File: src/rtl/core/block_logger_buffer_pool_macros.svh
// Assertion macros shared by the buffer pool RTL.
`ifndef BLOCK_LOGGER_BUFFER_POOL_MACROS_SVH
`define BLOCK_LOGGER_BUFFER_POOL_MACROS_SVH

`ifndef ASSERT_OFF

// Same-cycle implication.
`define BLP_ASSERT_NOW(lbl, clk, rst_n, ante, cons, msg) \
  lbl: assert property (@(posedge clk) disable iff (!rst_n) (ante) |-> (cons)) else $error(msg);

// Next-cycle implication.
`define BLP_ASSERT_NEXT(lbl, clk, rst_n, ante, cons, msg) \
  lbl: assert property (@(posedge clk) disable iff (!rst_n) (ante) |=> (cons)) else $error(msg);

// Invariant that holds at every edge out of reset.
`define BLP_ASSERT_ALWAYS(lbl, clk, rst_n, prop, msg) \
  lbl: assert property (@(posedge clk) disable iff (!rst_n) (prop)) else $error(msg);

`else

`define BLP_ASSERT_NOW(lbl, clk, rst_n, ante, cons, msg)
`define BLP_ASSERT_NEXT(lbl, clk, rst_n, ante, cons, msg)
`define BLP_ASSERT_ALWAYS(lbl, clk, rst_n, prop, msg)

`endif

`endif

File: src/rtl/core/blp_pkg.sv
`default_nettype none

package blp_pkg;

  localparam int BUFFERS           = 12;
  localparam int RECORDS_PER_BLOCK = 127;
  localparam int RING_DEPTH        = BUFFERS + 1;

  localparam int BUF_IDX_W = $clog2(BUFFERS);
  localparam int FREE_W    = $clog2(BUFFERS + 1);
  localparam int RING_W    = $clog2(RING_DEPTH);

  // Field widths of the item formats
  localparam int BUF_FIELD_W  = 4;
  localparam int CNT_W        = 7;
  localparam int OVR_W        = 16;
  localparam int TOTAL_W      = 24;
  localparam int FREE_FIELD_W = 4;
  localparam int STATUS_W     = 2;

  localparam int CFG_IDX_W  = 2;
  localparam int CFG_DATA_W = 24;

  localparam logic [CFG_IDX_W-1:0] CFG_MAX_TICKS        = 2'd0;
  localparam logic [CFG_IDX_W-1:0] CFG_FILE_BLOCK_LIMIT = 2'd1;
  localparam logic [CFG_IDX_W-1:0] CFG_STOP_ON_LOSS     = 2'd2;

  localparam logic [TOTAL_W-1:0] MAX_TICKS_RST  = 24'd1500;
  localparam logic [TOTAL_W-1:0] BLOCK_LIMIT_RST = 24'd256000;

  typedef enum logic [STATUS_W-1:0] {
    RUN_ACTIVE    = 2'd0,
    RUN_CLOSED    = 2'd1,
    RUN_ABORTED   = 2'd2,
    RUN_FILE_FULL = 2'd3
  } run_status_t;

  typedef struct packed {
    logic [TOTAL_W-1:0] max_ticks;
    logic [TOTAL_W-1:0] file_block_limit;
    logic               stop_on_loss;
  } cfg_t;

  typedef struct packed {
    logic capture;   // latch the accepted item
    logic phase_a;   // stack pop, open buffer, sample slot
    logic commit;    // queue pop, card write, load result
  } dp_cmd_t;

  typedef struct packed {
    logic run_ended;
  } dp_sts_t;

  typedef struct packed {
    logic                    sample_stored;
    logic [BUF_FIELD_W-1:0]  sample_buffer;
    logic [CNT_W-1:0]        sample_slot;
    logic                    write_issue;
    logic [BUF_FIELD_W-1:0]  write_buffer;
    logic [CNT_W-1:0]        write_count;
    logic [OVR_W-1:0]        write_overrun;
    logic [TOTAL_W-1:0]      blocks_written;
    logic [TOTAL_W-1:0]      overrun_total;
    logic [FREE_FIELD_W-1:0] min_free;
    logic [STATUS_W-1:0]     run_status;
  } out_item_t;

  function automatic logic [RING_W-1:0] ring_next(input logic [RING_W-1:0] p);
    logic [RING_W-1:0] q;
    q = (p == RING_W'(RING_DEPTH - 1)) ? '0 : p + 1'b1;
    return q;
  endfunction

endpackage

`default_nettype wire

File: src/rtl/core/blp_in_if.sv
`default_nettype none

interface blp_in_if;
  logic valid;
  logic ready;
  logic stop_request;
  logic card_ready;

  modport source (output valid, output stop_request, output card_ready, input ready);
  modport sink (input valid, input stop_request, input card_ready, output ready);
endinterface

`default_nettype wire

File: src/rtl/core/blp_out_if.sv
`default_nettype none

interface blp_out_if;
  logic                              valid;
  logic                              ready;
  logic                              sample_stored;
  logic [blp_pkg::BUF_FIELD_W-1:0]   sample_buffer;
  logic [blp_pkg::CNT_W-1:0]         sample_slot;
  logic                              write_issue;
  logic [blp_pkg::BUF_FIELD_W-1:0]   write_buffer;
  logic [blp_pkg::CNT_W-1:0]         write_count;
  logic [blp_pkg::OVR_W-1:0]         write_overrun;
  logic [blp_pkg::TOTAL_W-1:0]       blocks_written;
  logic [blp_pkg::TOTAL_W-1:0]       overrun_total;
  logic [blp_pkg::FREE_FIELD_W-1:0]  min_free;
  logic [blp_pkg::STATUS_W-1:0]      run_status;

  modport source (
    output valid, output sample_stored, output sample_buffer, output sample_slot,
    output write_issue, output write_buffer, output write_count, output write_overrun,
    output blocks_written, output overrun_total, output min_free, output run_status,
    input ready
  );
  modport sink (
    input valid, input sample_stored, input sample_buffer, input sample_slot,
    input write_issue, input write_buffer, input write_count, input write_overrun,
    input blocks_written, input overrun_total, input min_free, input run_status,
    output ready
  );
endinterface

`default_nettype wire

File: src/rtl/core/blp_cfg.sv
`default_nettype none

module blp_cfg (
  input  wire logic                           clk,
  input  wire logic                           rst_n,
  input  wire logic                           cfg_we,
  input  wire logic [blp_pkg::CFG_IDX_W-1:0]  cfg_index,
  input  wire logic [blp_pkg::CFG_DATA_W-1:0] cfg_data,
  output blp_pkg::cfg_t                       cfg
);

  blp_pkg::cfg_t cfg_r, cfg_nxt;

  always_comb begin
    cfg_nxt = cfg_r;
    if (cfg_we) begin
      case (cfg_index)
        blp_pkg::CFG_MAX_TICKS:        cfg_nxt.max_ticks = cfg_data[blp_pkg::TOTAL_W-1:0];
        blp_pkg::CFG_FILE_BLOCK_LIMIT: cfg_nxt.file_block_limit =
                                         cfg_data[blp_pkg::TOTAL_W-1:0];
        blp_pkg::CFG_STOP_ON_LOSS:     cfg_nxt.stop_on_loss = cfg_data[0];
        default: ;  // drop writes beyond the register list
      endcase
    end
  end

  always_ff @(posedge clk) begin
    if (!rst_n) begin
      cfg_r.max_ticks        <= blp_pkg::MAX_TICKS_RST;
      cfg_r.file_block_limit <= blp_pkg::BLOCK_LIMIT_RST;
      cfg_r.stop_on_loss     <= 1'b1;
    end else begin
      cfg_r <= cfg_nxt;
    end
  end

  assign cfg = cfg_r;

endmodule

`default_nettype wire

File: src/rtl/core/blp_ctrl.sv
`default_nettype none
`include "block_logger_buffer_pool_macros.svh"

module blp_ctrl (
  input  wire logic         clk,
  input  wire logic         rst_n,
  input  wire logic         in_valid,
  output logic              in_ready,
  output logic              out_valid,
  input  wire logic         out_ready,
  input  wire blp_pkg::dp_sts_t sts,
  output blp_pkg::dp_cmd_t  cmd
);

  typedef enum logic [2:0] {
    ST_IDLE = 3'b001,
    ST_PHA  = 3'b010,
    ST_PHB  = 3'b100
  } state_t;

  state_t state_r, state_nxt;
  logic   out_valid_r, out_valid_nxt;
  logic   slot_free;

  assign slot_free = !out_valid_r || out_ready;

  always_comb begin
    state_nxt   = state_r;
    cmd         = '0;
    in_ready    = 1'b0;
    case (state_r)
      ST_IDLE: begin
        in_ready = 1'b1;
        if (in_valid) begin
          cmd.capture = 1'b1;
          // an ended run skips the stack step
          state_nxt = sts.run_ended ? ST_PHB : ST_PHA;
        end
      end
      ST_PHA: begin
        cmd.phase_a = 1'b1;
        state_nxt   = ST_PHB;
      end
      ST_PHB: begin
        // hold until the result register can take the item
        if (slot_free) begin
          cmd.commit = 1'b1;
          state_nxt  = ST_IDLE;
        end
      end
      default: state_nxt = ST_IDLE;
    endcase
  end

  always_comb begin
    out_valid_nxt = out_valid_r;
    if (cmd.commit) begin
      out_valid_nxt = 1'b1;
    end else if (out_ready) begin
      out_valid_nxt = 1'b0;
    end
  end

  always_ff @(posedge clk) begin
    if (!rst_n) begin
      state_r     <= ST_IDLE;
      out_valid_r <= 1'b0;
    end else begin
      state_r     <= state_nxt;
      out_valid_r <= out_valid_nxt;
    end
  end

  assign out_valid = out_valid_r;

  `BLP_ASSERT_NEXT(a_accept_leaves_idle, clk, rst_n, in_valid && in_ready, state_r != ST_IDLE, "item accepted but controller stayed idle")
  `BLP_ASSERT_NOW(a_result_from_commit, clk, rst_n, $rose(out_valid_r), $past(state_r) == ST_PHB, "result shown without a commit step")
  `BLP_ASSERT_NEXT(a_wait_holds_result, clk, rst_n, out_valid_r && !out_ready, out_valid_r, "waiting result was dropped")

endmodule

`default_nettype wire

File: src/rtl/core/blp_dp.sv
`default_nettype none
`include "block_logger_buffer_pool_macros.svh"

module blp_dp (
  input  wire logic          clk,
  input  wire logic          rst_n,
  input  wire blp_pkg::dp_cmd_t cmd,
  output blp_pkg::dp_sts_t   sts,
  input  wire blp_pkg::cfg_t cfg,
  input  wire logic          stop_request,
  input  wire logic          card_ready,
  output blp_pkg::out_item_t res
);

  localparam int IW = blp_pkg::BUF_IDX_W;
  localparam int FW = blp_pkg::FREE_W;
  localparam int RW = blp_pkg::RING_W;
  localparam int CW = blp_pkg::CNT_W;
  localparam int OW = blp_pkg::OVR_W;
  localparam int TW = blp_pkg::TOTAL_W;
  localparam int NB = blp_pkg::BUFFERS;
  localparam int ND = blp_pkg::RING_DEPTH;
  localparam int POOL_SUM_W = FW + 1;

  // free stack and full ring
  logic [IW-1:0] free_stack_r [NB];
  logic [IW-1:0] free_stack_nxt [NB];
  logic [FW-1:0] free_top_r, free_top_nxt;
  logic [FW-1:0] lowest_r, lowest_nxt;
  logic [IW-1:0] ring_r [ND];
  logic [IW-1:0] ring_nxt [ND];
  logic [RW-1:0] head_r, head_nxt;
  logic [RW-1:0] tail_r, tail_nxt;

  // per-buffer headers
  logic [CW-1:0] cnt_mem_r [NB];
  logic [CW-1:0] cnt_mem_nxt [NB];
  logic [OW-1:0] ovr_mem_r [NB];
  logic [OW-1:0] ovr_mem_nxt [NB];

  logic          open_valid_r, open_valid_nxt;
  logic [IW-1:0] open_buf_r, open_buf_nxt;
  logic [CW-1:0] open_cnt_r, open_cnt_nxt;
  logic [OW-1:0] pend_r, pend_nxt;
  logic [TW-1:0] lost_r, lost_nxt;
  logic [TW-1:0] written_r, written_nxt;
  logic [TW-1:0] tick_r, tick_nxt;
  logic          closing_r, closing_nxt;
  blp_pkg::run_status_t status_r, status_nxt;

  logic          stop_r, card_r;
  logic          s_stored_r, s_stored_nxt;
  logic [IW-1:0] s_buf_r, s_buf_nxt;
  logic [CW-1:0] s_slot_r, s_slot_nxt;
  blp_pkg::out_item_t res_r, res_nxt;

  // step A operands
  logic [TW-1:0] tick_inc;
  logic          close_a;
  logic          take;
  logic [FW-1:0] ft_dec;
  logic [IW-1:0] pop_buf;
  logic [IW-1:0] cur_buf;
  logic [CW-1:0] cur_cnt;
  logic [CW-1:0] cnt_inc;

  // step B operands
  logic [IW-1:0] wr_buf;
  logic [TW-1:0] written_inc;

  logic [RW-1:0]         ring_cnt;
  logic [POOL_SUM_W-1:0] pool_sum;

  assign tick_inc = (tick_r == '1) ? tick_r : tick_r + 1'b1;
  assign close_a  = closing_r || stop_r || (tick_inc > cfg.max_ticks);
  assign take     = !open_valid_r && (free_top_r != '0);
  assign ft_dec   = free_top_r - 1'b1;
  assign pop_buf  = free_stack_r[ft_dec[IW-1:0]];
  assign cur_buf  = open_valid_r ? open_buf_r : pop_buf;
  assign cur_cnt  = open_valid_r ? open_cnt_r : '0;
  assign cnt_inc  = cur_cnt + 1'b1;

  assign wr_buf      = ring_r[tail_r];
  assign written_inc = (written_r == '1) ? written_r : written_r + 1'b1;

  always_comb begin
    logic          enq;
    logic [IW-1:0] enq_buf;
    logic [CW-1:0] enq_cnt;

    enq     = 1'b0;
    enq_buf = '0;
    enq_cnt = '0;

    free_stack_nxt = free_stack_r;
    free_top_nxt   = free_top_r;
    lowest_nxt     = lowest_r;
    ring_nxt       = ring_r;
    head_nxt       = head_r;
    tail_nxt       = tail_r;
    cnt_mem_nxt    = cnt_mem_r;
    ovr_mem_nxt    = ovr_mem_r;
    open_valid_nxt = open_valid_r;
    open_buf_nxt   = open_buf_r;
    open_cnt_nxt   = open_cnt_r;
    pend_nxt       = pend_r;
    lost_nxt       = lost_r;
    written_nxt    = written_r;
    tick_nxt       = tick_r;
    closing_nxt    = closing_r;
    status_nxt     = status_r;
    s_stored_nxt   = s_stored_r;
    s_buf_nxt      = s_buf_r;
    s_slot_nxt     = s_slot_r;
    res_nxt        = res_r;

    if (cmd.capture) begin
      s_stored_nxt = 1'b0;
      s_buf_nxt    = '0;
      s_slot_nxt   = '0;
    end

    if (cmd.phase_a && status_r == blp_pkg::RUN_ACTIVE) begin
      tick_nxt    = tick_inc;
      closing_nxt = close_a;
      if (close_a) begin
        // flush the open buffer
        if (open_valid_r) begin
          enq     = 1'b1;
          enq_buf = open_buf_r;
          enq_cnt = open_cnt_r;
        end
      end else begin
        if (take) begin
          free_top_nxt = ft_dec;
          if (ft_dec < lowest_r) begin
            lowest_nxt = ft_dec;
          end
          ovr_mem_nxt[pop_buf] = pend_r;
          pend_nxt             = '0;
        end
        if (!open_valid_r && !take) begin
          if (pend_r != '1) pend_nxt = pend_r + 1'b1;
          if (lost_r != '1) lost_nxt = lost_r + 1'b1;
          if (cfg.stop_on_loss) begin
            status_nxt = blp_pkg::RUN_ABORTED;
          end
        end else begin
          s_stored_nxt = 1'b1;
          s_buf_nxt    = cur_buf;
          s_slot_nxt   = cur_cnt;
          if (cnt_inc >= CW'(blp_pkg::RECORDS_PER_BLOCK)) begin
            enq     = 1'b1;
            enq_buf = cur_buf;
            enq_cnt = cnt_inc;
          end else begin
            open_valid_nxt = 1'b1;
            open_buf_nxt   = cur_buf;
            open_cnt_nxt   = cnt_inc;
          end
        end
      end
      if (enq) begin
        ring_nxt[head_r]     = enq_buf;
        head_nxt             = blp_pkg::ring_next(head_r);
        open_valid_nxt       = 1'b0;
        cnt_mem_nxt[enq_buf] = enq_cnt;
      end
    end

    if (cmd.commit) begin
      res_nxt = '0;
      if (status_r == blp_pkg::RUN_ACTIVE) begin
        if (head_r == tail_r) begin
          if (closing_r) status_nxt = blp_pkg::RUN_CLOSED;
        end else if (card_r) begin
          tail_nxt              = blp_pkg::ring_next(tail_r);
          res_nxt.write_issue   = 1'b1;
          res_nxt.write_buffer  = blp_pkg::BUF_FIELD_W'(wr_buf);
          res_nxt.write_count   = cnt_mem_r[wr_buf];
          res_nxt.write_overrun = ovr_mem_r[wr_buf];
          // return the buffer to the stack
          if (free_top_r < FW'(NB)) begin
            free_stack_nxt[free_top_r[IW-1:0]] = wr_buf;
            free_top_nxt                       = free_top_r + 1'b1;
          end
          written_nxt = written_inc;
          if (written_inc == cfg.file_block_limit) begin
            status_nxt = blp_pkg::RUN_FILE_FULL;
          end
        end
      end
      res_nxt.sample_stored  = s_stored_r;
      res_nxt.sample_buffer  = blp_pkg::BUF_FIELD_W'(s_buf_r);
      res_nxt.sample_slot    = s_slot_r;
      res_nxt.blocks_written = written_nxt;
      res_nxt.overrun_total  = lost_r;
      res_nxt.min_free       = blp_pkg::FREE_FIELD_W'(lowest_r);
      res_nxt.run_status     = status_nxt;
    end
  end

  always_ff @(posedge clk) begin
    if (!rst_n) begin
      for (int i = 0; i < NB; i++) begin
        free_stack_r[i] <= IW'(i);
      end
      free_top_r   <= FW'(NB);
      lowest_r     <= FW'(NB);
      head_r       <= '0;
      tail_r       <= '0;
      open_valid_r <= 1'b0;
      open_buf_r   <= '0;
      pend_r       <= '0;
      lost_r       <= '0;
      written_r    <= '0;
      tick_r       <= '0;
      closing_r    <= 1'b0;
      status_r     <= blp_pkg::RUN_ACTIVE;
    end else begin
      free_stack_r <= free_stack_nxt;
      free_top_r   <= free_top_nxt;
      lowest_r     <= lowest_nxt;
      head_r       <= head_nxt;
      tail_r       <= tail_nxt;
      open_valid_r <= open_valid_nxt;
      open_buf_r   <= open_buf_nxt;
      pend_r       <= pend_nxt;
      lost_r       <= lost_nxt;
      written_r    <= written_nxt;
      tick_r       <= tick_nxt;
      closing_r    <= closing_nxt;
      status_r     <= status_nxt;
    end
  end

  always_ff @(posedge clk) begin
    ring_r     <= ring_nxt;
    cnt_mem_r  <= cnt_mem_nxt;
    ovr_mem_r  <= ovr_mem_nxt;
    open_cnt_r <= open_cnt_nxt;
    s_stored_r <= s_stored_nxt;
    s_buf_r    <= s_buf_nxt;
    s_slot_r   <= s_slot_nxt;
    res_r      <= res_nxt;
    if (cmd.capture) begin
      stop_r <= stop_request;
      card_r <= card_ready;
    end
  end

  assign sts.run_ended = (status_r != blp_pkg::RUN_ACTIVE);
  assign res           = res_r;

  // every buffer is free, open or queued
  assign ring_cnt = (head_r >= tail_r) ? head_r - tail_r : head_r + RW'(ND) - tail_r;
  assign pool_sum = POOL_SUM_W'(free_top_r) + POOL_SUM_W'(open_valid_r) + POOL_SUM_W'(ring_cnt);

  `BLP_ASSERT_ALWAYS(a_buffers_conserved, clk, rst_n, pool_sum == POOL_SUM_W'(NB), "buffer lost or duplicated")
  `BLP_ASSERT_NEXT(a_status_sticky, clk, rst_n, status_r != blp_pkg::RUN_ACTIVE, status_r == $past(status_r), "ended run changed status")
  `BLP_ASSERT_ALWAYS(a_lowest_bound, clk, rst_n, lowest_r <= free_top_r, "low-water mark above free count")

endmodule

`default_nettype wire

File: src/rtl/core/block_logger_buffer_pool.sv
`default_nettype none

// Buffer pool controller for a block-based sample logger. Each input item is one
// sample tick carrying stop_request and card_ready; each tick returns exactly one
// result item with the slot the sample landed in (if any), the block sent to the
// card (if any) and the running totals and run status. Each tick runs the
// accept, free-stack/open-buffer and queue/card-write steps before the next is
// accepted; ended-run ticks skip the free-stack step. The card-write step waits
// for a free output register. The result sits in an output register, so the next
// tick is accepted while a result still waits to be taken. No clearing pass runs
// after reset. Write configuration registers (0 max_ticks, 1 file_block_limit,
// 2 stop_on_loss) through cfg_we/cfg_index/cfg_data only while idle; not checked.
module block_logger_buffer_pool (
  input  wire logic                           clk,
  input  wire logic                           rst_n,
  input  wire logic                           cfg_we,
  input  wire logic [blp_pkg::CFG_IDX_W-1:0]  cfg_index,
  input  wire logic [blp_pkg::CFG_DATA_W-1:0] cfg_data,
  blp_in_if.sink                              in_chan,
  blp_out_if.source                           out_chan
);

  blp_pkg::cfg_t      cfg;
  blp_pkg::dp_cmd_t   cmd;
  blp_pkg::dp_sts_t   sts;
  blp_pkg::out_item_t res;
  logic               in_ready;
  logic               out_valid;

  blp_cfg u_cfg (
    .clk       (clk),
    .rst_n     (rst_n),
    .cfg_we    (cfg_we),
    .cfg_index (cfg_index),
    .cfg_data  (cfg_data),
    .cfg       (cfg)
  );

  blp_ctrl u_ctrl (
    .clk       (clk),
    .rst_n     (rst_n),
    .in_valid  (in_chan.valid),
    .in_ready  (in_ready),
    .out_valid (out_valid),
    .out_ready (out_chan.ready),
    .sts       (sts),
    .cmd       (cmd)
  );

  blp_dp u_dp (
    .clk          (clk),
    .rst_n        (rst_n),
    .cmd          (cmd),
    .sts          (sts),
    .cfg          (cfg),
    .stop_request (in_chan.stop_request),
    .card_ready   (in_chan.card_ready),
    .res          (res)
  );

  assign in_chan.ready           = in_ready;
  assign out_chan.valid          = out_valid;
  assign out_chan.sample_stored  = res.sample_stored;
  assign out_chan.sample_buffer  = res.sample_buffer;
  assign out_chan.sample_slot    = res.sample_slot;
  assign out_chan.write_issue    = res.write_issue;
  assign out_chan.write_buffer   = res.write_buffer;
  assign out_chan.write_count    = res.write_count;
  assign out_chan.write_overrun  = res.write_overrun;
  assign out_chan.blocks_written = res.blocks_written;
  assign out_chan.overrun_total  = res.overrun_total;
  assign out_chan.min_free       = res.min_free;
  assign out_chan.run_status     = res.run_status;

endmodule

`default_nettype wire
File: src/flat_wrapper.sv
// flat-port wrapper written by rule: the top's interface ports become plain ports
module block_logger_buffer_pool_flat 
  (clk, rst_n, cfg_we, cfg_index, cfg_data, in_chan_valid, in_chan_stop_request, in_chan_card_ready, in_chan_ready, out_chan_valid, out_chan_sample_stored, out_chan_sample_buffer, out_chan_sample_slot, out_chan_write_issue, out_chan_write_buffer, out_chan_write_count, out_chan_write_overrun, out_chan_blocks_written, out_chan_overrun_total, out_chan_min_free, out_chan_run_status, out_chan_ready);
  blp_in_if in_chan_i ();
  blp_out_if out_chan_i ();
  input  wire logic clk;
  input  wire logic rst_n;
  input  wire logic cfg_we;
  input  wire logic [blp_pkg::CFG_IDX_W-1:0] cfg_index;
  input  wire logic [blp_pkg::CFG_DATA_W-1:0] cfg_data;
  input wire logic [$bits(in_chan_i.valid)-1:0] in_chan_valid;
  input wire logic [$bits(in_chan_i.stop_request)-1:0] in_chan_stop_request;
  input wire logic [$bits(in_chan_i.card_ready)-1:0] in_chan_card_ready;
  output wire logic [$bits(in_chan_i.ready)-1:0] in_chan_ready;
  output wire logic [$bits(out_chan_i.valid)-1:0] out_chan_valid;
  output wire logic [$bits(out_chan_i.sample_stored)-1:0] out_chan_sample_stored;
  output wire logic [$bits(out_chan_i.sample_buffer)-1:0] out_chan_sample_buffer;
  output wire logic [$bits(out_chan_i.sample_slot)-1:0] out_chan_sample_slot;
  output wire logic [$bits(out_chan_i.write_issue)-1:0] out_chan_write_issue;
  output wire logic [$bits(out_chan_i.write_buffer)-1:0] out_chan_write_buffer;
  output wire logic [$bits(out_chan_i.write_count)-1:0] out_chan_write_count;
  output wire logic [$bits(out_chan_i.write_overrun)-1:0] out_chan_write_overrun;
  output wire logic [$bits(out_chan_i.blocks_written)-1:0] out_chan_blocks_written;
  output wire logic [$bits(out_chan_i.overrun_total)-1:0] out_chan_overrun_total;
  output wire logic [$bits(out_chan_i.min_free)-1:0] out_chan_min_free;
  output wire logic [$bits(out_chan_i.run_status)-1:0] out_chan_run_status;
  input wire logic [$bits(out_chan_i.ready)-1:0] out_chan_ready;
  assign in_chan_i.valid = in_chan_valid;
  assign in_chan_i.stop_request = in_chan_stop_request;
  assign in_chan_i.card_ready = in_chan_card_ready;
  assign in_chan_ready = in_chan_i.ready;
  assign out_chan_valid = out_chan_i.valid;
  assign out_chan_sample_stored = out_chan_i.sample_stored;
  assign out_chan_sample_buffer = out_chan_i.sample_buffer;
  assign out_chan_sample_slot = out_chan_i.sample_slot;
  assign out_chan_write_issue = out_chan_i.write_issue;
  assign out_chan_write_buffer = out_chan_i.write_buffer;
  assign out_chan_write_count = out_chan_i.write_count;
  assign out_chan_write_overrun = out_chan_i.write_overrun;
  assign out_chan_blocks_written = out_chan_i.blocks_written;
  assign out_chan_overrun_total = out_chan_i.overrun_total;
  assign out_chan_min_free = out_chan_i.min_free;
  assign out_chan_run_status = out_chan_i.run_status;
  assign out_chan_i.ready = out_chan_ready;
  block_logger_buffer_pool u_core (.clk(clk), .rst_n(rst_n), .cfg_we(cfg_we), .cfg_index(cfg_index), .cfg_data(cfg_data), .in_chan(in_chan_i), .out_chan(out_chan_i));
endmodule
File: config.mk
export PLATFORM = sky130hd
export DESIGN_NAME = block_logger_buffer_pool_flat
export DESIGN_NICKNAME = d
export VERILOG_FILES = /design/src/rtl/core/blp_pkg.sv /design/src/rtl/core/blp_in_if.sv /design/src/rtl/core/blp_out_if.sv /design/src/rtl/core/blp_cfg.sv /design/src/rtl/core/blp_ctrl.sv /design/src/rtl/core/blp_dp.sv /design/src/rtl/core/block_logger_buffer_pool.sv /design/src/flat_wrapper.sv
export VERILOG_INCLUDE_DIRS = /design/src /design/src/rtl/core
export SDC_FILE = /design/constraint.sdc
export NUM_CORES = 1
export LEC_CHECK = 0
export BUFFER_PORTS_ARGS = -buffer_cell sky130_fd_sc_hd__buf_2
export CAP_MARGIN = 20
export CORE_MARGIN = 3
export CORE_UTILIZATION = 35
export DETAILED_ROUTE_END_ITERATION = 7
export HOLD_SLACK_MARGIN = 0.12
export PLACE_DENSITY = 0.52
export SLEW_MARGIN = 10
export SYNTH_ARGS = -nofsm -noshare
export SYNTH_HDL_FRONTEND = slang
export SYNTH_SLANG_ARGS = --single-unit
File: constraint.sdc
create_clock -name clk -period 8.2 [get_ports clk]
set_clock_uncertainty 0.2 [all_clocks]
set_input_delay 1.64 -clock clk [delete_from_list [all_inputs] [get_ports clk]]
set_output_delay 1.64 -clock clk [all_outputs]
set_load 0.01 [all_outputs]
# Yosys cells after proc, flatten, opt, wreduce, memory -nomap -nowiden
# Cells that the tools add are included.
dict set report op_classes {
  n_addsub 9
  mul 0
  div_mod_pow 0
  n_lt_le_gt_ge 15
  n_eq_ne 18
  shifts 0
  mux 97
  bitwise 13
  reduce_logical 33
}
# op n
set op_table {}
lappend op_table {{192-bit bitwise mux} 1}
lappend op_table {{24-bit 2-to-1 mux} 5}
lappend op_table {{4-bit 2-to-1 mux} 26}
lappend op_table {{16-bit 2-to-1 mux} 6}
lappend op_table {{84-bit bitwise mux} 1}
lappend op_table {{7-bit 2-to-1 mux} 12}
lappend op_table {{24-bit by 1-bit adder with 24-bit output (second input constant)} 3}
lappend op_table {{16-bit binary-select mux with 4-bit select} 1}
lappend op_table {{16-bit demux with 4-bit select} 1}
lappend op_table {{52-bit bitwise mux} 1}
lappend op_table {{48-bit bitwise mux} 1}
lappend op_table {{24-bit == test (second input constant)} 2}
lappend op_table {{5-bit greater-or-equal comparator (second input constant)} 7}
lappend op_table {{4-bit inverter with 5-bit output} 7}
lappend op_table {{4-bit binary-select mux with 4-bit select} 2}
lappend op_table {{4-bit demux with 4-bit select} 2}
lappend op_table {{7-bit binary-select mux with 4-bit select} 1}
lappend op_table {{7-bit demux with 4-bit select} 1}
lappend op_table {{28-bit 2-to-1 mux} 1}
lappend op_table {{24-bit == test} 1}
lappend op_table {{24-bit > comparator} 1}
lappend op_table {{24-bit != test (second input constant)} 1}
lappend op_table {{1-bit 2-to-1 mux} 21}
lappend op_table {{5-bit by 1-bit < comparator with 1-bit output (second input constant)} 4}
lappend op_table {{other kinds (33)} 76}
dict set report totals {
  ff_bits 656
  latch_bits 0
  mem_bits_rw 0
  rom_bits 0
  input_bits 33
  out_inout_bits 96
  elab_cells 268
  n_memories 0
}

# Logic depth before layout (Yosys ltp)
# Gate-level depths: netlist (run 1).
dict set report depth {
  ltp_word 16
  mapped_depth 22
  depth_no_buf 17
}

# By module
# From an unflattened synthesis (run 1), not the netlist that was laid out.
dict set report unflattened {
  hier_cells 2590
  hier_area_um2 29176.7
}
# module n_inst cells_per_inst area_each_um2 seq_area_each_um2
set modules_own_cells {}
lappend modules_own_cells {blp_dp 1 2364 26977.1 16385.7}
lappend modules_own_cells {blp_cfg 1 205 2000.7 980.9}
lappend modules_own_cells {blp_ctrl 1 21 198.9 80.1}

# Worst setup path after synthesis (run 1)
# OpenSTA, ideal clock, no wires.
dict set report synth_path {
  path_type {input to register}
  start {input out_chan_ready}
  end {register u_core.u_dp.free_stack_r[25] in the netlist's numbering}
  setup_time_ns 0.128
  t_arrival_ns 7.655
  t_required_ns 7.872
  path_slack_ns 0.217
  stages 8
  n_path_buf 1
  path_cell_list {nor2b_1 > nor2_1 > nand2_1 > nor3b_1 > buf_2 > nand2_1 > a21oi_1 > nor2_1}
}
# element line
set synth_lines {}
lappend synth_lines {{from (decl)} flat_wrapper.sv:27} ;# input wire logic [$bits(out_chan_i.ready)-1:0] out_chan_ready;
lappend synth_lines {{to (signal, indexed assignment)} blp_dp.sv:206} ;# free_stack_r[i] <= IW'(i);
lappend synth_lines {{to (signal assigned)} blp_dp.sv:221} ;# free_stack_r <= free_stack_nxt;
lappend synth_lines {{to (decl)} blp_dp.sv:26} ;# logic [IW-1:0] free_stack_r [NB];

# Worst setup path after layout (run 1)
dict set report layout_path {
  start {register u_core.u_dp.tick_r[3]}
  end {register u_core.u_dp.open_cnt_r[5] (enable)}
}
dict set report layout_between {
  elab_chain_cells 6
  elab_cells_between_ends 7
  classes_between {add/sub (1); order compare (1); eq/ne (1); mux (1); bitwise (1); reduce/logical (2)}
}
# element line
set layout_lines {}
lappend layout_lines {{from (decl)} blp_dp.sv:47} ;# logic [TW-1:0] tick_r, tick_nxt;
lappend layout_lines {{from (signal assigned)} blp_dp.sv:231} ;# tick_r <= tick_nxt;
lappend layout_lines {{24-bit by 1-bit adder with 24-bit output / 24-bit == test (equally long branches)} blp_dp.sv:74} ;# assign tick_inc = (tick_r == '1) ? tick_r : tick_r + 1'b1;
lappend layout_lines {{24-bit 2-to-1 mux *} blp_dp.sv:74}
lappend layout_lines {{via u_core.u_dp.tick_inc[21]} blp_dp.sv:58} ;# logic [TW-1:0] tick_inc;
lappend layout_lines {{24-bit > comparator *} blp_dp.sv:75} ;# assign close_a = closing_r || stop_r || (tick_inc > cfg.max_ticks);
lappend layout_lines {{1-bit logical OR *} blp_dp.sv:75}
lappend layout_lines {{1-bit inverter (no source line) *} --}
lappend layout_lines {{4-bit AND reduction (no source line) *} --}
lappend layout_lines {{to (signal assigned)} blp_dp.sv:241} ;# open_cnt_r <= open_cnt_nxt;
lappend layout_lines {{to (decl)} blp_dp.sv:43} ;# logic [CW-1:0] open_cnt_r, open_cnt_nxt;
# The timed path passes the listed nets; every way through them passes the cells marked *.
# A chain may end at the register's enable or synchronous reset.

==> results of run 1 <==
[Yosys cell counts, types with 16 or more instances]
| cell type | count | area, um^2 |
|---|---|---|
| nand2_1 | 261 | 980 |
| and3_1 | 36 | 225 |
| nor2_1 | 165 | 619 |
| or3_1 | 24 | 150 |
| xor2_1 | 55 | 482 |
| clkbuf_1 | 98 | 368 |
| buf_2 | 33 | 165 |
| o211ai_1 | 20 | 150 |
| a21oi_1 | 116 | 581 |
| nand4_1 | 33 | 206 |
| nor4_1 | 16 | 100 |
| a22oi_1 | 22 | 165 |
| edfxtp_1 | 431 | 12900 |
| nand2b_1 | 23 | 144 |
| mux4_2 | 93 | 2090 |
| o21ai_0 | 87 | 435 |
| inv_1 | 70 | 263 |
| dfxtp_1 | 225 | 4500 |
| nor3_1 | 36 | 180 |
| ha_1 | 43 | 538 |
| xnor2_1 | 72 | 631 |
| mux2i_1 | 27 | 270 |
| nand3_1 | 101 | 505 |
[layout by cell type (no fill, tap or decap), drive strengths merged, types with 8 or more instances in the layout]
master,count
edfxtp,431
nand2,261
dfxtp,225
buf,176
nor2,165
a21oi,117
nand3,102
clkbuf,94
mux4,93
o21ai,88
inv,77
xnor2,72
xor2,55
ha,43
nor3,38
and3,36
nand4,35
mux2i,27
clkinv,25
or3,24
nand2b,23
a22oi,22
o211ai,20
nor4,19
nor2b,14
a31oi,11
a21o,10
nor4b,10
nor3b,10
a221oi,9
nand3b,9
clkinvlp,9
o22ai,8
[worst paths after layout]
path / slack [ns] / to / from
max: 1.83 / u_core.u_dp.open_cnt_r[5] / u_core.u_dp.tick_r[3]
min: 0.24 / u_core.u_dp.res[91] / u_core.u_dp.s_buf_r[2]
max reg2reg: 1.83 / u_core.u_dp.open_cnt_r[5] / u_core.u_dp.tick_r[3]
min reg2reg: 0.24 / u_core.u_dp.res[91] / u_core.u_dp.s_buf_r[2]
[layer usage]
metal / track usage (%) / routed length, um
met2: 28.1 / 34300
met3: 2.65 / 3260
met5: 0 / 13
met1: 23.3 / 32000
met4: 5.18 / 1700
[cell families (layout without fill, tap and decap cells)]
logic type	after synthesis	after routing
adder cells (fa/ha/maj)	43	43
flip-flops	656	656
buffers and inverters	207	385
AO/OA/AOI/OAI	335	335
XOR/XNOR	127	127
multiplexers	121	121
AND/OR/NAND/NOR	780	780
[layout make-up]
| class | instances | area share, % |
|---|---|---|
| tap | 1050 | 4.05 |
| inverter | 72 | 0.842 |
| clock buffer | 92 | 6.18 |
| sequential | 656 | 53.8 |
| clock inverter | 43 | 1.16 |
| multi-input combinational | 1406 | 30.7 |
| timing repair buffer | 178 | 3.19 |
[worst register-to-register path: stages, from the launching register on]
cell and delay, ns:
dfxtp_1 0.44, and3_1 0.33, nand3_1 0.24, or4_1 0.55, nand4_1 0.31, nor2_1 0.21, and4_1 0.32, nand2_1 0.10
xnor2_1 0.13, ha_1 0.27, nand4_1 0.14, or2_2 0.14, o22ai_1 0.06, or4_1 0.57, o21ai_1 0.74, nand3_1 0.49
nor2_1 0.77
[stage by stage]
step                      worst slack (ns)  cells  util [%]  cell area, um^2  hold slack [ns]
after global placement                2.03   3359      37.8            30000            0.232
after detailed placement              1.82   3359      37.8            30000            0.228
after global routing                  1.30   3497      40.8            32400            0.246
after CTS                             1.80   3494      40.8            32400            0.240
final                                 1.83   3497      40.8            32400            0.241
after floorplan                      0.217   2269         -            28200            0.201
[power by group through the flow]
stage / combinational [W] / clock (W) / sequential (W)
5_1_grt: 0.000139 / 0.00347 / 0.00351
6_report: 0.000125 / 0.00323 / 0.00351
2_1_floorplan: 0.0000785 / 0 / 0.00357
3_5_place_dp: 0.000126 / 0 / 0.00358
3_3_place_gp: 0.000125 / 0 / 0.00358
4_1_cts: 0.000127 / 0.00333 / 0.00351
[registers in the layout (all words and copies together) (netlist names), 2 cells and up]
signal / cells
u_core.u_cfg.cfg: 49
u_core.u_ctrl.state_r: 3
u_core.u_dp.cnt_mem_r: 84
u_core.u_dp.free_stack_r: 48
u_core.u_dp.free_top_r: 4
u_core.u_dp.head_r: 4
u_core.u_dp.lost_r: 24
u_core.u_dp.lowest_r: 4
u_core.u_dp.open_buf_r: 4
u_core.u_dp.open_cnt_r: 7
u_core.u_dp.ovr_mem_r: 192
u_core.u_dp.pend_r: 16
u_core.u_dp.res: 94
u_core.u_dp.ring_r: 52
u_core.u_dp.s_buf_r: 4
u_core.u_dp.s_slot_r: 7
u_core.u_dp.status_r: 2
u_core.u_dp.tail_r: 4
u_core.u_dp.tick_r: 24
u_core.u_dp.written_r: 24
==> flow_metrics.py, run 1 <==
metrics = {
    "run_status": {
        "status": "finished clean",
    },
    "timing": {
        "hold_viol": 0,
        "rsz0062_at_grt": "false",
        "fin_crit_ns": 6.37,
        "tns_ns": 0,
        "worst_pin_slew_ns": 1.16,
        "maxSlewHeadroom_pct": 22.2,
        "min_period_over_period_pct": 77.6,
        "fmaxAchievable_mhz": 157,
        "setup_violations": 0,
        "slew_viol_final": 0,
    },
    "min_path": {
        "worstHoldPathType": "flop to flop",
        "min_path_cells": 0,
    },
    "yosys": {
        "syn-num-nets": 2345,
        "synth.avg_cell_area_um2": 12.4,
        "muxShareOfSynthArea_pct": 8.44,
        "postSynth.asyncResetShare_pct": 0,
        "synth_edf_count": 431,
        "synth_cell_types": 74,
        "synth_compound_area_share_pct": 7.35,
        "ys_ff_latch": 656,
        "synth_top_family_by_area": "simple AND/OR/NAND/NOR gates",
        "netlist_area_um2": 28200,
        "ys_seq_area_share_pct": 61.9,
        "ys_warn_count": 0,
        "synthAdderAreaFrac_pct": 1.91,
        "synth_xor_area_share_pct": 3.95,
        "synthFlopType": "edfxtp_1",
        "synthCells": 2269,
        "synth-simple-area-share_pct": 13.5,
    },
    "clocking": {
        "cts-root-buf": "clkbuf_16",
        "cts_sinks": 656,
        "clock_latency_ns": 0.61,
        "clockBufferDepth": 3,
        "clk_transition_reported_paths_ns": 0.06,
        "cts_tree": "done",
        "htreeDepth": 3,
        "cts_resized": 0,
        "post_cts_buffers": 0,
        "holdBufCountCts": 0,
        "cts_made_buffers": 73,
    },
    "power": {
        "p_leak_nw": 11.5,
        "fin_total_pwr_w": 0.00686,
        "switching_share_pct": 21.2,
        "ir_drop_uv": 124,
        "p_clk_share_pct": 47.1,
        "seq_power_share_pct": 51.1,
        "switchingPower_w": 0.00146,
        "power.internal_w": 0.00541,
        "p_comb_share_pct": 1.8,
        "p_per_area_nw_per_um2": 212,
    },
    "finish": {
        "final.fill_count": 7497,
        "syn_to_final_growth_pct": 15.0,
        "drive_gt1_share_pct": 17.0,
        "fin_nets": 2463,
        "num_antenna_cells": 0,
        "multi_input_area_um2": 9950,
        "ff_latch_area_um2": 17400,
    },
    "routing": {
        "vias": 18300,
        "wirelength_um": 71400,
        "dr.pass1.iters": 5,
        "drc": 0,
        "antenna_left": 0,
        "drt-initial-drc-count": 1237,
        "routedWlPerCell_um": 20.4,
        "drt-vias-per-instance": 5.22,
    },
    "floorplan": {
        "initial_utilization_pct": 35.5,
        "fp.dieArea_um2": 83900,
        "die_h_um": 290,
        "die_w_um": 290,
        "placementRows": 103,
        "ios": 129,
        "core_area_um2": 79400,
    },
    "job": {
        "maxCapViolCount": 0,
    },
    "global_route": {
        "grt_max_degree": 92,
        "grt_use_total_pct": 17.1,
        "grt_pass1_wl_um": 111000,
        "grt-ovfl-total": 0,
        "antenna_found_initial": 2,
        "first_global_vias": 18200,
    },
    "worst_setup_path": {
        "worstPathMaxFanout": 10,
        "worstPathArrival_ns": 6.40,
        "path_depth": 16,
        "worstRegToRegCells": 16,
        "crit_type": "flop to flop",
        "path_buf_inv": 0,
        "cpPeakStageDelay_ns": 0.77,
        "worstSetupEndpointType": "flop",
        "crit_slowest_cell": "nor2_1",
        "path_cells": "and3_1 > nand3_1 > or4_1 > nand4_1 > nor2_1 > and4_1 > nand2_1 > xnor2_1 > ha_1 > nand4_1 > or2_2 > o22ai_1 > or4_1 > o21ai_1 > nand3_1 > nor2_1",
        "path_delay_family": "simple AND/OR/NAND/NOR gates",
        "critPathLaunchType": "flop",
        "required_ns": 8.23,
    },
    "placement": {
        "port_buffers": 128,
        "gp_congestion": 0.885,
        "hpwl_um": 47500,
    },
}
No activity file was read; power rests on OpenSTA's default activity.
==> run 2, diff against run 1 <==
Settings changed: ABC_AREA set to 1, PLACE_DENSITY 0.52 to 0.5.
Clock period 8.2 ns to 5.9 ns, I/O delays scaled along.
==> run 2 against run 1 <==
Core utilization decreased by 0.15 points. Critical path depth increased by 6. Area after synthesis increased by 5.1%. Clock power increased by 48%. Cell area increased by 5.0%. Die area increased by 5.0%. Critical path type unchanged. Critical endpoint is now u_core.u_dp.cnt_mem_r[32]. Largest cell class unchanged.
==> flow_metrics.py, run 2 <==
metrics = {
    "worst_setup_path": {
        "path_delay_family": "simple AND/OR/NAND/NOR gates",
        "worstRegToRegCells": 22,
        "path_buf_inv": 3,
        "crit_type": "flop to flop",
        "critPathLaunchType": "flop",
        "cpPeakStageDelay_ns": 0.57,
        "r2r_start": "u_core.u_dp.tick_r[0]",
        "path_cells": "ha_1 > inv_1 > nor4_1 > nand4_1 > nor3_1 > nor2_1 > xor2_1 > ha_1 > nand2_1 > inv_1 > nand3_1 > inv_1 > nand4_1 > nor2_1 > nand2_1 > nand3_1 > nand2_1 > nand2_1 > nand3_1 > nand2_2 > nand3_2 > nor2_1",
        "r2r_end": "u_core.u_dp.cnt_mem_r[32]",
        "worstSetupEndpointType": "flop",
        "required_ns": 5.94,
        "crit_slowest_cell": "nor2_1",
        "worstPathMaxFanout": 16,
        "path_common_cell": "nand2_1",
        "r2r_setup_slack_ns": 0.61,
        "worstPathArrival_ns": 5.33,
    },
    "clocking": {
        "clock_latency_ns": 0.62,
        "cts_tree": "done",
        "cts_resized": 0,
        "clk_transition_reported_paths_ns": 0.06,
        "post_cts_buffers": 0,
        "cts_made_buffers": 76,
        "cts_sinks": 656,
        "cts-root-buf": "clkbuf_16",
        "clockBufferDepth": 3,
        "htreeDepth": 3,
        "holdBufCountCts": 0,
    },
    "yosys": {
        "yosys.area.top_type_share_pct": 43.7,
        "netlist_area_um2": 29600,
        "postSynth.asyncResetShare_pct": 0,
        "synthFlopType": "edfxtp_1",
        "synth.most_common_cell": "nand2_1",
        "synth_edf_count": 431,
        "syn-num-nets": 3197,
        "synth.area.top_cells": "edfxtp_1, dfxtp_1, nand2_1, o21ai_0, inv_1",
        "ys_ff_latch": 656,
        "ys_seq_area_share_pct": 59.0,
        "synth_cell_types": 53,
        "synthCells": 3121,
        "synth_common_cells": "nand2_1, edfxtp_1, inv_1",
        "ys_warn_count": 0,
        "yosysTopAreaCell": "edfxtp_1",
        "synth.avg_cell_area_um2": 9.48,
    },
    "finish": {
        "final_cell_mix": "nand2_1, edfxtp_1, inv_1, o21ai_0, nor2_1",
        "fin_cells": 4440,
        "layout_commonest_cell": "nand2_1",
        "syn_to_final_growth_pct": 15.0,
        "ff_latch_area_um2": 17400,
        "fin_nets": 3318,
        "multi_input_area_um2": 10200,
        "utilization_pct": 40.7,
        "final.fill_count": 8330,
        "largest_reg_flops": 192,
        "drive_gt1_share_pct": 11.7,
        "top_register": "u_core.u_dp.ovr_mem_r",
    },
    "timing": {
        "worst_pin_slew_ns": 1.11,
        "maxSlewHeadroom_pct": 26.3,
        "slew_viol_final": 0,
        "fin_hold_ws_ns": 0.234,
        "min_period_over_period_pct": 89.6,
        "fin_crit_ns": 5.29,
        "rsz0062_at_grt": "false",
        "tns_ns": 0,
        "hold_viol": 0,
        "fmaxAchievable_mhz": 189,
        "setup_violations": 0,
    },
    "min_path": {
        "hold-path-endpoint": "u_core.u_dp.res[93]",
        "worstHoldPathType": "flop to flop",
        "min_path_cells": 0,
        "holdCritStartpoint": "u_core.u_dp.s_stored_r",
    },
    "routing": {
        "drt-initial-drc-count": 1520,
        "wirelength_um": 83800,
        "drt-vias-per-instance": 4.99,
        "antenna_left": 0,
        "dr.pass1.iters": 5,
        "routedWlPerCell_um": 18.9,
        "drc": 0,
        "vias": 22200,
    },
    "power": {
        "p_leak_nw": 12.5,
        "p_per_area_nw_per_um2": 298,
        "fin_total_pwr_w": 0.0101,
        "ir_drop_uv": 183,
    },
    "global_route": {
        "grt_use_total_pct": 18.6,
        "grt-ovfl-total": 0,
        "antenna_found_initial": 1,
        "first_global_vias": 21500,
        "grt_max_degree": 72,
        "grt_pass1_wl_um": 129000,
    },
    "floorplan": {
        "initial_utilization_pct": 35.4,
        "core_area_um2": 83700,
        "ios": 129,
        "die_h_um": 297,
        "placementRows": 106,
        "fp.dieArea_um2": 88100,
        "die_w_um": 297,
    },
    "run_status": {
        "status": "finished clean",
    },
    "placement": {
        "dp.cells": 4298,
        "hpwl_um": 55700,
        "gp_congestion": 0.853,
        "port_buffers": 128,
    },
    "job": {
        "maxCapViolCount": 0,
    },
}
-- run 2: cell types whose count changed in the layout (fill, tap and decap cells not counted), moves of 111 or more --
| cell | delta |
|---|---|
| nand2_1 | +270 |
| o21ai_0 | +202 |
| inv_1 | +266 |
| o211ai_1 | +111 |
| nor2_1 | +117 |
-- run 2: stage by stage --
| step | setup WS (ns) | area [um^2] |
|---|---|---|
| 2_1_floorplan | 1.26 | 29600 |
| 3_3_place_gp | 0.726 | 31500 |
| 3_5_place_dp | 0.616 | 31500 |
| 4_1_cts | 0.616 | 34000 |
| 5_1_grt | 0.0109 | 34000 |
| 6_report | 0.612 | 34000 |
-- run 2: layout make-up --
class	instances	area share, %
clock inverters	35	1.29
multi-input cells	1968	30.0
flip-flops and latches	656	51.3
repair buffers	187	3.27
clock buffers	104	6.11
well taps	1134	4.17
inverters	353	3.92
diodes	3	0.0221
-- run 2: worst max-delay path by stage --
stage / startpoint / to / slack [ns] / depth (start not counted)
2_1_floorplan: u_core.u_dp.tick_r[0] / u_core.u_dp.ovr_mem_r[0] / 1.26 / 23
3_3_place_gp: u_core.u_dp.tick_r[0] / u_core.u_dp.cnt_mem_r[31] / 0.73 / 21
3_5_place_dp: u_core.u_dp.tick_r[0] / u_core.u_dp.cnt_mem_r[32] / 0.62 / 21
4_1_cts: u_core.u_dp.tick_r[0] / u_core.u_dp.cnt_mem_r[28] / 0.62 / 21
5_1_grt: u_core.u_dp.tick_r[0] / u_core.u_dp.cnt_mem_r[28] / 0.01 / 21
6_report: u_core.u_dp.tick_r[0] / u_core.u_dp.cnt_mem_r[32] / 0.61 / 22
-- run 2: logic make-up (layout without fill, tap and decap cells) --
| kind of cell | Yosys count | after routing | synth area share [%] |
|---|---|---|---|
| and+or+nand+nor | 1149 | 1149 | 16.9 |
| AOI/OAI and AO/OA | 711 | 711 | 13.7 |
| DFF | 656 | 656 | 59.0 |
| buffers and inverters | 497 | 679 | 6.73 |
| xor gates and xnor gates | 65 | 65 | 1.97 |
| adders and majority gates | 43 | 43 | 1.82 |
| other | 0 | 3 | 0 |
-- run 2: routing by layer --
metal  up-vias  global-route usage, %  wire [um]
li1      11000                      -          -
met1     10600                   25.1      38100
met2       504                   31.4      40500
met3        87                   2.29       3440
met4         0                   5.37       1720
met5         -                      0          0
-- run 2: where the power goes --
group,internal (W),leakage [nW],switching (W)
Combinational,0.000114,5.76,0.000298
Sequential,0.00492,5.52,0.0000408
Clock,0.00287,1.22,0.00190
Total,0.00790,12.5,0.00224
==> run 3, diff against run 2 <==
Settings changed: CORE_MARGIN 3 to 2, GPL_TIMING_DRIVEN set to 0.
==> run 3 against run 2 <==
Highest routed layer unchanged. Combinational power increased by 5.8%. Global-route usage increased by 1.6 points. Largest power group unchanged. Critical path type unchanged. Sequential share of layout area decreased by 0.68 points. First-iteration DRC count decreased by 1.6%. Non-clock buffer count increased by 98. Largest cell class unchanged.
==> flow_metrics.py, run 3 (synthesis results as in run 2) <==
metrics = {
    "run_status": {
        "status": "finished clean",
    },
    "clocking": {
        "cts-root-buf": "clkbuf_16",
        "clockBufferDepth": 3,
        "cts_made_buffers": 74,
        "cts_sinks": 656,
        "clock_latency_ns": 0.62,
        "holdBufCountCts": 0,
        "clk_transition_reported_paths_ns": 0.06,
        "htreeDepth": 3,
        "cts_tree": "done",
    },
    "global_route": {
        "first_global_vias": 22000,
        "grt-ovfl-total": 0,
        "grt_use_total_pct": 20.2,
        "grt_max_degree": 69,
        "antenna_found_initial": 0,
        "grt_pass1_wl_um": 133000,
    },
    "power": {
        "p_leak_nw": 12.7,
        "ir_drop_uv": 173,
        "p_per_area_nw_per_um2": 296,
    },
    "floorplan": {
        "fp.dieArea_um2": 86900,
        "placementRows": 106,
        "ios": 129,
        "die_w_um": 295,
        "initial_utilization_pct": 35.4,
        "die_h_um": 295,
        "core_area_um2": 83700,
    },
    "routing": {
        "routedWlPerCell_um": 19.3,
        "drt-initial-drc-count": 1495,
        "dr.pass1.iters": 7,
        "drt-vias-per-instance": 4.96,
        "vias": 22500,
        "antenna_left": 0,
        "wirelength_um": 87600,
        "drc": 0,
    },
    "finish": {
        "fin_area_um2": 34500,
        "num_antenna_cells": 0,
        "drive_gt1_share_pct": 12.2,
        "final_cell_mix": "nand2_1, edfxtp_1, inv_1, nor2_1, o21ai_0",
        "fin_nets": 3414,
        "syn_to_final_growth_pct": 16.5,
        "final.fill_count": 8320,
        "layout_commonest_cell": "nand2_1",
        "largest_reg_flops": 192,
        "top_register": "u_core.u_dp.ovr_mem_r",
    },
    "timing": {
        "setup_violations": 0,
        "setup_ws_ns": 0.521,
        "slew_viol_final": 0,
        "maxSlewHeadroom_pct": 23.7,
        "min_period_over_period_pct": 91.2,
        "worst_pin_slew_ns": 1.14,
        "fmaxAchievable_mhz": 186,
        "hold_viol": 0,
        "rsz0062_at_grt": "true",
        "fin_crit_ns": 5.38,
    },
    "min_path": {
        "worstHoldPathType": "flop to flop",
        "holdCritStartpoint": "u_core.u_dp.s_slot_r[5]",
    },
    "placement": {
        "pre_cts_ws_ns": -0.170,
        "placed_area_um2": 31800,
        "hpwl_um": 64600,
        "gp_congestion": 0.911,
        "port_buffers": 127,
    },
    "worst_setup_path": {
        "worstPathArrival_ns": 5.42,
        "crit_type": "flop to flop",
        "crit_start": "u_core.u_dp.tick_r[0]",
        "worstPathMaxFanout": 15,
        "required_ns": 5.94,
        "critPathLaunchType": "flop",
        "r2r_start": "u_core.u_dp.tick_r[0]",
        "worstSetupEndpointType": "flop",
    },
    "job": {
        "maxCapViolCount": 0,
    },
}
==> run 3: changes by cell type in the layout (fill, tap and decap cells not counted), sizes merged <==
cell,previous run,this run
clkinv,23,31
buf,187,208
bufinv,9,11
clkbuf,104,165
inv,353,354
diode,3,0
clkinvlp,3,5
==> run 3: cell type report <==
cell class                      count  area, um^2  share of cell area, %
Timing Repair Buffer              141         843                   2.45
Tap cell                         1134        1420                   4.11
Buffer                            144         661                   1.92
Sequential cell                   656       17400                   50.6
Clock buffer                       88        1960                   5.67
Clock inverter                     48         569                   1.65
Inverter                          353        1340                   3.87
Multi-Input combinational cell   1968       10300                   29.7
==> run 3: critical path, cell delays in order, from the launching register on <==
cell,delay [ns]
dfxtp_1,0.40
ha_1,0.21
inv_1,0.09
nor3_1,0.28
nand4_1,0.20
clkbuf_1,0.29
o21ai_0,0.33
inv_1,0.09
ha_1,0.29
inv_1,0.06
nor2_1,0.03
o21ai_1,0.11
nand2_1,0.06
nand2_1,0.05
o211ai_1,0.10
nand2_1,0.09
nand3_1,0.12
a21boi_2,0.49
nand3_1,0.14
nand2_1,0.46
nand2_1,0.26
nor2_1,0.65
==> run 3: worst paths after layout <==
path,endpoint,slack (ns),cells past startpoint
worst max-delay path,u_core.u_dp.cnt_mem_r[20],0.52,21
worst min-delay path,u_core.u_dp.res[87],0.23,0
worst max register to register,u_core.u_dp.cnt_mem_r[20],0.52,21
worst min register to register,u_core.u_dp.res[87],0.23,0
==> run 3: per-layer routing <==
layer | vias up | wire length (um) | track usage, %
li1 | 11200 | - | -
met3 | 120 | 3380 | 2.56
met1 | 10700 | 39600 | 26.6
met5 | - | 0 | 0
met4 | 0 | 1920 | 5.77
met2 | 461 | 42700 | 34.7
==> run 3: power breakdown <==
part / internal (W) / total [W] / switching, W
sequential: 0.00491 / 0.00495 / 0.0000386
combinational: 0.000117 / 0.000436 / 0.000318
clock: 0.00287 / 0.00483 / 0.00195
==> run 3: per-stage QoR <==
stage / TNS, ns / util, % / power, W / hold slack [ns] / std cells
after detailed placement: -7.56 / 38.0 / 0.00548 / 0.224 / 4393
after global placement: -107.82 / 37.8 / 0.00548 / 0.220 / 4382
final: 0 / 41.2 / 0.0102 / 0.232 / 4532
after global routing: -0.131 / 41.2 / 0.0106 / 0.234 / 4532
after floorplan: 0 / - / 0.00530 / 0.209 / 3121
after CTS: -8.56 / 41.1 / 0.0103 / 0.238 / 4529
==> run 3: timing repair <==
item                       4_1_cts  5_1_grt
resized for setup                3       13
pin swaps                        0        3
setup buffers                    0        3
setup endpoints to repair       64      295
